File: src/rtl/crq_pkg.sv
// Shared types and codes for the circular queue with search.
package crq_pkg;

    // operation codes carried in the input tuser
    typedef enum logic [1:0] {
        OP_ENQ    = 2'd0,
        OP_DEQ    = 2'd1,
        OP_SEARCH = 2'd2,
        OP_NOP    = 2'd3
    } op_t;

    // result status carried in the output tuser
    typedef enum logic [1:0] {
        ST_OK        = 2'd0,
        ST_OVERFLOW  = 2'd1,
        ST_UNDERFLOW = 2'd2
    } status_t;

    localparam int CAP_BITS  = 5;
    localparam int CAP_RESET = 16;

    // per-cycle command broadcast along the cell chain
    typedef struct packed {
        logic enq;   // load first free cell with the word
        logic deq;   // every cell takes its upper neighbor's contents
        logic clr;   // drop all entries
    } crq_ctrl_t;

endpackage

File: src/rtl/crq_cell.sv
// One queue slot: holds a word and its valid bit, shifts toward the head on dequeue.
module crq_cell
    import crq_pkg::*;
#(
    parameter int WORD_BITS = 32
)
(
    input  logic                 clk,
    input  logic                 rst_n,
    input  crq_ctrl_t            ctrl,
    input  logic [WORD_BITS-1:0] word,
    input  logic                 prev_valid,   // cell toward the head
    input  logic                 next_valid,   // cell toward the tail
    input  logic [WORD_BITS-1:0] next_data,
    output logic                 valid,
    output logic [WORD_BITS-1:0] data,
    output logic                 match
);

    logic                 valid_reg;
    logic                 valid_next;
    logic [WORD_BITS-1:0] data_reg;
    logic [WORD_BITS-1:0] data_next;
    logic                 take_word;

    // the first empty cell behind a filled one is the tail slot
    assign take_word = ctrl.enq && !valid_reg && prev_valid;

    always_comb
    begin
        valid_next = valid_reg;
        data_next  = data_reg;
        priority if (ctrl.clr)
        begin
            valid_next = 1'b0;
        end
        else if (ctrl.deq)
        begin
            valid_next = next_valid;
            data_next  = next_data;
        end
        else if (take_word)
        begin
            valid_next = 1'b1;
            data_next  = word;
        end
    end

    always_ff @(posedge clk or negedge rst_n)
    begin
        if (!rst_n)
        begin
            valid_reg <= 1'b0;
        end
        else
        begin
            valid_reg <= valid_next;
        end
    end

    always_ff @(posedge clk)
    begin
        data_reg <= data_next;
    end

    assign valid = valid_reg;
    assign data  = data_reg;
    assign match = valid_reg && (data_reg == word);

endmodule

File: src/rtl/circular_queue_with_search.sv
// Top level of the FIFO queue with parallel search, built as a chain of cells.
//
// Input stream (s_axis_*): tuser carries the operation (enqueue, dequeue,
// search, or no-op), tdata the word to enqueue or search for. One item in
// gives exactly one result item out (m_axis_*): tdata carries the dequeued
// word, the search hit, the occupancy and the empty and full flags; tuser
// carries the status (ok, overflow, underflow).
// The result is registered at the edge that accepts the item. An item can
// be taken every cycle while the receiver takes each result; the cell chain
// updates at that edge, and the search is a compare in every cell ORed together.
// When the receiver stalls, the result register holds and s_axis_tready
// drops until the result is taken, so one item is in flight at most.
// Writing cfg_wdata with cfg_we sets the capacity in use (0 acts as 1,
// above DEPTH acts as DEPTH) and empties the queue; write only while idle.
// Reset empties the queue, sets capacity to 16 and clears the output valid.
// Held words are stored in their low WORD_BITS bits; dequeued words are
// sign-extended to 32 bits.
module circular_queue_with_search
    import crq_pkg::*;
#(
    parameter int DEPTH     = 16,
    parameter int WORD_BITS = 32,
    localparam int CNT_W    = $clog2(DEPTH + 1),
    localparam int OUT_BITS = 32 + 1 + CNT_W + 2,
    localparam int OUT_W    = ((OUT_BITS + 7) / 8) * 8
)
(
    input  logic                clk,
    input  logic                rst_n,
    input  logic                cfg_we,
    input  logic [CAP_BITS-1:0] cfg_wdata,      // capacity
    input  logic                s_axis_tvalid,
    output logic                s_axis_tready,
    input  logic [31:0]         s_axis_tdata,   // value[31:0]
    input  logic [1:0]          s_axis_tuser,   // operation[1:0]
    output logic                m_axis_tvalid,
    input  logic                m_axis_tready,
    output logic [OUT_W-1:0]    m_axis_tdata,   // data_out[31:0], found, occupancy,
                                                // is_empty, is_full, zero fill
    output logic [1:0]          m_axis_tuser    // status[1:0]
);

    localparam int CMP_W = (CNT_W > CAP_BITS) ? CNT_W : CAP_BITS;

    logic [CAP_BITS-1:0]  cap_reg;
    logic [CNT_W-1:0]     count_reg;
    logic [CNT_W-1:0]     count_next;
    logic [CMP_W-1:0]     cap_eff;
    logic [CMP_W-1:0]     count_cmp;
    logic [CMP_W-1:0]     count_next_cmp;

    logic                 out_valid_reg;
    logic [31:0]          data_out_reg;
    logic [31:0]          data_out_next;
    status_t              status_reg;
    status_t              status_next;
    logic                 found_reg;
    logic                 found_next;
    logic [CNT_W-1:0]     occ_reg;
    logic                 empty_reg;
    logic                 full_reg;

    logic                 accept;
    op_t                  op;
    crq_ctrl_t            ctrl;
    logic [WORD_BITS-1:0] word;
    logic [31:0]          head_ext;
    logic                 is_full_now;
    logic                 is_empty_now;

    logic [WORD_BITS-1:0] data_w  [DEPTH];
    logic                 valid_w [DEPTH];
    logic [DEPTH-1:0]     match_w;

    assign s_axis_tready = !out_valid_reg || m_axis_tready;
    assign accept        = s_axis_tvalid && s_axis_tready;
    assign op            = op_t'(s_axis_tuser);

    // word width conversion on the way in and out
    if (WORD_BITS <= 32)
    begin : g_word_in_narrow
        assign word = s_axis_tdata[WORD_BITS-1:0];
    end
    else
    begin : g_word_in_wide
        assign word = {{(WORD_BITS-32){1'b0}}, s_axis_tdata};
    end

    if (WORD_BITS < 32)
    begin : g_word_out_narrow
        assign head_ext = {{(32-WORD_BITS){data_w[0][WORD_BITS-1]}}, data_w[0]};
    end
    else
    begin : g_word_out_wide
        assign head_ext = data_w[0][31:0];
    end

    // capacity actually in force
    always_comb
    begin
        priority if (cap_reg == '0)
        begin
            cap_eff = CMP_W'(1);
        end
        else if (CMP_W'(cap_reg) > CMP_W'(DEPTH))
        begin
            cap_eff = CMP_W'(DEPTH);
        end
        else
        begin
            cap_eff = CMP_W'(cap_reg);
        end
    end

    assign count_cmp    = CMP_W'(count_reg);
    assign is_full_now  = (count_cmp == cap_eff);
    assign is_empty_now = (count_reg == '0);

    // command for the chain and the result of this item
    always_comb
    begin
        ctrl          = '0;
        ctrl.clr      = cfg_we;
        count_next    = count_reg;
        data_out_next = '0;
        status_next   = ST_OK;
        found_next    = 1'b0;
        unique case (op)
            OP_ENQ:
            begin
                if (is_full_now)
                begin
                    status_next = ST_OVERFLOW;
                end
                else
                begin
                    ctrl.enq   = accept;
                    count_next = count_reg + CNT_W'(1);
                end
            end
            OP_DEQ:
            begin
                if (is_empty_now)
                begin
                    data_out_next = '1;
                    status_next   = ST_UNDERFLOW;
                end
                else
                begin
                    ctrl.deq      = accept;
                    data_out_next = head_ext;
                    count_next    = count_reg - CNT_W'(1);
                end
            end
            OP_SEARCH:
            begin
                found_next = |match_w;
            end
            OP_NOP:
            begin
                found_next = 1'b0;
            end
            default:
            begin
                found_next = 1'b0;
            end
        endcase
    end

    assign count_next_cmp = CMP_W'(count_next);

    for (genvar i = 0; i < DEPTH; i++)
    begin : g_cell
        logic                 prev_v;
        logic                 next_v;
        logic [WORD_BITS-1:0] next_d;

        if (i == 0)
        begin : g_head
            assign prev_v = 1'b1;
        end
        else
        begin : g_mid
            assign prev_v = valid_w[i-1];
        end

        if (i == DEPTH - 1)
        begin : g_tail
            assign next_v = 1'b0;
            assign next_d = '0;
        end
        else
        begin : g_inner
            assign next_v = valid_w[i+1];
            assign next_d = data_w[i+1];
        end

        crq_cell #(
            .WORD_BITS (WORD_BITS)
        ) u_cell (
            .clk        (clk),
            .rst_n      (rst_n),
            .ctrl       (ctrl),
            .word       (word),
            .prev_valid (prev_v),
            .next_valid (next_v),
            .next_data  (next_d),
            .valid      (valid_w[i]),
            .data       (data_w[i]),
            .match      (match_w[i])
        );
    end

    always_ff @(posedge clk or negedge rst_n)
    begin
        if (!rst_n)
        begin
            cap_reg       <= CAP_BITS'(CAP_RESET);
            count_reg     <= '0;
            out_valid_reg <= 1'b0;
        end
        else
        begin
            if (cfg_we)
            begin
                cap_reg   <= cfg_wdata;
                count_reg <= '0;
            end
            else if (accept)
            begin
                count_reg <= count_next;
            end

            if (accept)
            begin
                out_valid_reg <= 1'b1;
            end
            else if (m_axis_tready)
            begin
                out_valid_reg <= 1'b0;
            end
        end
    end

    always_ff @(posedge clk)
    begin
        if (accept)
        begin
            data_out_reg <= data_out_next;
            status_reg   <= status_next;
            found_reg    <= found_next;
            occ_reg      <= count_next;
            empty_reg    <= (count_next == '0);
            full_reg     <= (count_next_cmp == cap_eff);
        end
    end

    assign m_axis_tvalid = out_valid_reg;
    assign m_axis_tdata  = OUT_W'({full_reg, empty_reg, occ_reg, found_reg, data_out_reg});
    assign m_axis_tuser  = status_reg;

endmodule
File: config.mk
export PLATFORM = sky130hd
export DESIGN_NAME = circular_queue_with_search
export DESIGN_NICKNAME = d
export VERILOG_FILES = /design/src/rtl/crq_pkg.sv /design/src/rtl/crq_cell.sv /design/src/rtl/circular_queue_with_search.sv
export SDC_FILE = /design/constraint.sdc
export NUM_CORES = 1
export LEC_CHECK = 0
export BUFFER_PORTS_ARGS = -buffer_cell sky130_fd_sc_hd__buf_2
export CAP_MARGIN = 5
export CORE_ASPECT_RATIO = 0.9
export CORE_MARGIN = 2
export CORE_UTILIZATION = 55
export DETAILED_ROUTE_END_ITERATION = 7
export HOLD_SLACK_MARGIN = 0.1
export PLACE_DENSITY = 0.77
export SLEW_MARGIN = 20
export SYNTH_ARGS = -nofsm -noshare
export SYNTH_HDL_FRONTEND = slang
export SYNTH_SLANG_ARGS = --single-unit
export TNS_END_PERCENT = 5
File: constraint.sdc
create_clock -name clk -period 5.4 [get_ports clk]
set_input_delay 1.08 -clock clk [delete_from_list [all_inputs] [get_ports clk]]
set_output_delay 1.08 -clock clk [all_outputs]
set_load 0.005 [all_outputs]
== After elaboration in Yosys (flattened, before gate mapping) ==
Index checks and enable logic that the tools add are counted.
Operators by class
  $add $sub $neg: 2
  reduce and logical (&&, ||, !) cells: 121
  $lt $le $gt $ge: 1
  bitwise operators: 1
  equality and inequality tests: 20
  muxes and demuxes: 96
Operators by type and width (count)
  32-bit two-way mux: 32
  32-bit equality test: 16
  1-bit two-way mux: 55
  1-bit logical AND: 48
  3-bit nonzero test: 16
  2-bit nonzero test: 18
  2-bit AND reduction: 16
  5-bit two-way mux: 6
  1-bit logical NOT: 17
  16-bit OR reduction: 1
  5-bit logical NOT: 3
  5-bit equality test: 2
  5-bit case mux with 2 select lines: 1
  5-bit by 1-bit adder with 5-bit output, second input constant: 1
  5-bit > comparator, second input constant: 1
  5-bit by 1-bit subtractor with 5-bit output, second input constant: 1
  2-bit case mux with 2 select lines: 1
  2-bit by 1-bit equality test with 1-bit output, second input constant: 1
  2-bit equality test, second input constant: 1
  2-bit logical NOT: 1
  2-bit two-way mux: 1
  1-bit logical OR: 1
  1-bit NOT: 1
Storage, ports and cells
  bits in registers: 581
  bits of input ports: 44
  logic and storage cells: 282

== Logic depth before layout (Yosys ltp) ==
  depth in word-level cells: 11
  mapped depth: 11

== Hierarchy ==
A second synthesis with hierarchy kept.
Unflattened totals
  cells, all modules: 2169
  area total of the unflattened synthesis: 30725.7 sq um
By module, submodules not included
  crq_cell: cells each 120, times used 16, area each 1752.9 sq um
  circular_queue_with_search: cells each 249, times used 1, area each 2678.8 sq um

== Least setup slack after synthesis ==
No wires, ideal clock.
  path type: input port to flip-flop
  from: input m_axis_tready
  to: register g_cell[15].u_cell.data_reg[0] (enable)
  data arrival time: 4.410 ns
  library setup time: 0.432 ns
  buffers on the path: 1
  slack: 0.558 ns
  stages: 8
  cells stage by stage: nand2b_1 > nand2_1 > clkinv_1 > and3_2 > clkbuf_1 > and2_1 > nand2b_1 > a21oi_1
On the way
  longest elaborated chain between the ends: 8
Ends and longest elaborated chain
  from (decl): line circular_queue_with_search.sv:37  | input logic m_axis_tready,
  1-bit logical OR (*): line circular_queue_with_search.sv:75  | assign s_axis_tready = !out_valid_reg || m_axis_tready;
  1-bit logical AND (*): line circular_queue_with_search.sv:76  | assign accept = s_axis_tvalid && s_axis_tready;
  named net accept: line circular_queue_with_search.sv:63  | logic accept;
  1-bit two-way mux: line circular_queue_with_search.sv:131  | if (is_full_now)
  1-bit two-way mux: line circular_queue_with_search.sv:128  | unique case (op)
  1-bit logical AND (2 in series): line crq_cell.sv:27  | assign take_word = ctrl.enq && !valid_reg && prev_valid;
  2-bit nonzero test (no source line) (*)
  2-bit AND reduction (no source line) (*)
  to (signal assigned): line crq_cell.sv:63  | data_reg <= data_next;
  to (decl): line crq_cell.sv:22  | logic [WORD_BITS-1:0] data_reg;
The timed path passes the listed nets; every way through them passes the cells marked *.
A chain may end at the register's enable or synchronous reset.

== Worst setup path in the final report ==
  from: register count_reg[0] (netlist: count_cmp[0])
  to: register g_cell[6].u_cell.data_reg[1] (data pin)
On the way
  longest elaborated chain between the ends: 4
Ends and longest elaborated chain
  from (decl): line circular_queue_with_search.sv:46  | logic [CNT_W-1:0] count_reg;
  from (signal assigned): line circular_queue_with_search.sv:231  | count_reg <= count_next;
  5-bit logical NOT: line circular_queue_with_search.sv:117  | assign is_empty_now = (count_reg == '0);
  1-bit two-way mux: line circular_queue_with_search.sv:143  | if (is_empty_now)
  1-bit two-way mux: line circular_queue_with_search.sv:128
  32-bit two-way mux: line crq_cell.sv:37  | else if (ctrl.deq)
  to (signal assigned): line crq_cell.sv:63
  to (decl): line crq_cell.sv:22
Every way passes these cells.

==> results.ini <==
[clock_tree]
cts_tree = yes
clk_pin_slew_ps = 60
ctsResizeCount = 0
hold_buffers = 0
numCtsBuffers = 60
clkSinkCount = 581
post_cts_buffers = 0
worstSkewPairLatency_ps = 640
clock_path_buffers = 3
root_buffer = clkbuf_16
h-tree-depth = 2

[yosys]
synth_top_area_cell = edfxtp_1
syn_nets = 2788
synthCells = 2742
syn-mean-instance-area_um2 = 10.5
synth_edf_count = 554
synthFlopType = edfxtp_1
ys_ff_latch = 581
synth_seq_area_share_pct = 60.0
async_flop_share_pct = 4.65
netlist-cell-type-count = 58
synth_warnings = 0
syn-cell-area_um2 = 28900
synthTopCellsByArea = edfxtp_1 58%, nand2_1 13%, xnor2_1 12%, xor2_1 3.4%, dfrtp_1 2.3%
synth_top_area_share_pct = 57.7

[critical_path]
crit_start = count_cmp[0]
reg2reg_to = g_cell[6].u_cell.data[1]
worst_setup_path_start_kind = flop
cp.required_ps = 5860
reg2reg_depth = 9
rr_startpoint = count_cmp[0]
crit_end = g_cell[6].u_cell.data[1]
worst_setup_path_end_kind = flop
path_class = reg2reg
arrival_ps = 4100
crit_fanout = 177
r2r_setup_slack_ps = 1770

[global_route]
grt_pass1_wl_mm = 118
grt.total_usage_pct = 29.3
grt_overflow = 0
antenna_found_initial = 3
grt_max_degree = 178
grt_pass1_vias = 19500

[place]
io_buffers = 87
dpl.hpwl_mm = 58.4
place.gp.congestion = 1.12
dp_cells = 3389

[sta]
fin_skew_ps = 17.5
fmax_mhz = 275
report.final.hold_viol_count = 0
rsz0062_at_grt = false
whs_ps = 480
setup_viol = 0
fin_crit_sh_pct = 67.3
tightest_slew_ps = 1070
maxSlewHeadroom_pct = 28.2
min_period_ps = 3630
fin_setup_tns_ps = 0
drv_slew = 0

[route]
drt_iter0_markers = 2608
via_count = 20300
dr.pass1.iters = 6
drc = 0
wl_per_cell_um = 22.6
ant_nets = 0
viasPerCell = 5.80
drt_wl_total_mm = 79.0

[cells_and_area]
layout-drive-gt1-share_pct = 8.93
area_growth_pct = 10.5
instances_no_fill = 3501
largest_reg_flops = 512
final_nets = 2809

[power_and_ir_drop]
power.leakage_nw = 11.3
ir_worst_vdd_mv = 0.266
powerDensity_nw_per_um2 = 324

[floorplan]
die_w_um = 245
core-area_um2 = 51800
boundaryPins = 88
initial_utilization_pct = 55.7
num_rows = 79
die_y_um = 221
die-area_um2 = 54300

[outcome]
status = finished, final reports clean

[worst_hold_path]
hold_path_class = in2async

[job]
drv_cap = 0

-- cell usage in the layout (no fill, tap or decap), types with 20 or more instances in the layout --
cell type / n
buf_2: 87
buf_4: 50
clkbuf_16: 62
dfrtp_1: 26
edfxtp_1: 554
inv_1: 49
nand2_1: 1012
nand3_1: 20
nand4_1: 103
nor2_1: 98
nor4_1: 63
xnor2_1: 403
xor2_1: 112
-- cells in the mapped netlist, types with 3 or more instances --
master,count
a211oi_1,4
a21oi_1,7
a31oi_1,8
buf_1,3
buf_2,7
buf_4,3
clkbuf_1,166
dfrtp_1,26
edfxtp_1,554
inv_1,49
nand2_1,1012
nand2b_1,7
nand3_1,20
nand4_1,103
nor2_1,112
nor3_1,8
nor4_1,63
o21a_1,3
o21ai_0,9
o31a_1,8
o31ai_1,14
xnor2_1,403
xor2_1,112
-- metal layers --
layer / share of wire, % / track usage [%] / vias to the layer above / wire length [µm]
li1: - / - / 9199 / -
met1: 37 / 38.2 / 9687 / 29400
met2: 47 / 46.4 / 1190 / 36900
met3: 9.3 / 3.94 / 235 / 7320
met4: 6.8 / 18.3 / 0 / 5390
met5: 0 / 0 / - / 0
-- critical path, stage by stage, from the launching register on --
cell and delay [ps]:
dfrtp_1 470, inv_1 170, ha_1 250, nor4b_2 170, buf_4 270, nor3_2 260, buf_12 590, buf_4 790
nand2_1 190, nand2_1 130
-- cells by family after synthesis --
family / after synthesis / synth area share, %
XOR/XNOR: 515 / 15.6
multiplexers: 2 / 0.0780
buffers and inverters: 230 / 3.09
flip-flops: 581 / 60.0
AND/OR/NAND/NOR: 1343 / 19.4
AO/OA/AOI/OAI: 69 / 1.73
adder cells (fa/ha/maj): 2 / 0.0867
-- where the power goes --
part / internal (W) / switching (W)
Clock: 0.00241 / 0.00175
Sequential: 0.00508 / 0.0000731
Combinational: 0.000322 / 0.000688
Total: 0.00782 / 0.00251
-- cell type report --
class,count,area [µm²]
Sequential cell,581,17300
Antenna cell,3,7.51
Multi-Input combinational cell,1931,10700
Tap cell,688,861
Fill cell,4045,19900
Timing Repair Buffer,139,851
Clock inverter,34,339
Inverter,50,188
Clock buffer,75,1600
-- worst min-delay path by stage --
stage	endpoint	from	slack, ps
after CTS	count_cmp[2]	rst_n	480
final	m_axis_tvalid	rst_n	480
after floorplan	cap_reg[0]	cap_reg[0]	470
after global routing	m_axis_tvalid	rst_n	520
after global placement	m_axis_tvalid	m_axis_tvalid	500
after detailed placement	m_axis_tvalid	m_axis_tvalid	530
-- stage by stage --
stage          setup WS (ps)  instance area (µm²)  util, %  power, W
2_1_floorplan            558                28900        -   0.00588
3_3_place_gp            1410                29900     57.8   0.00621
3_5_place_dp            1370                29900     57.8   0.00624
4_1_cts                 1830                31900     61.5    0.0103
5_1_grt                 1590                31900     61.5    0.0106
6_report                1770                31900     61.6    0.0103
(Power assumes the default switching activity.)
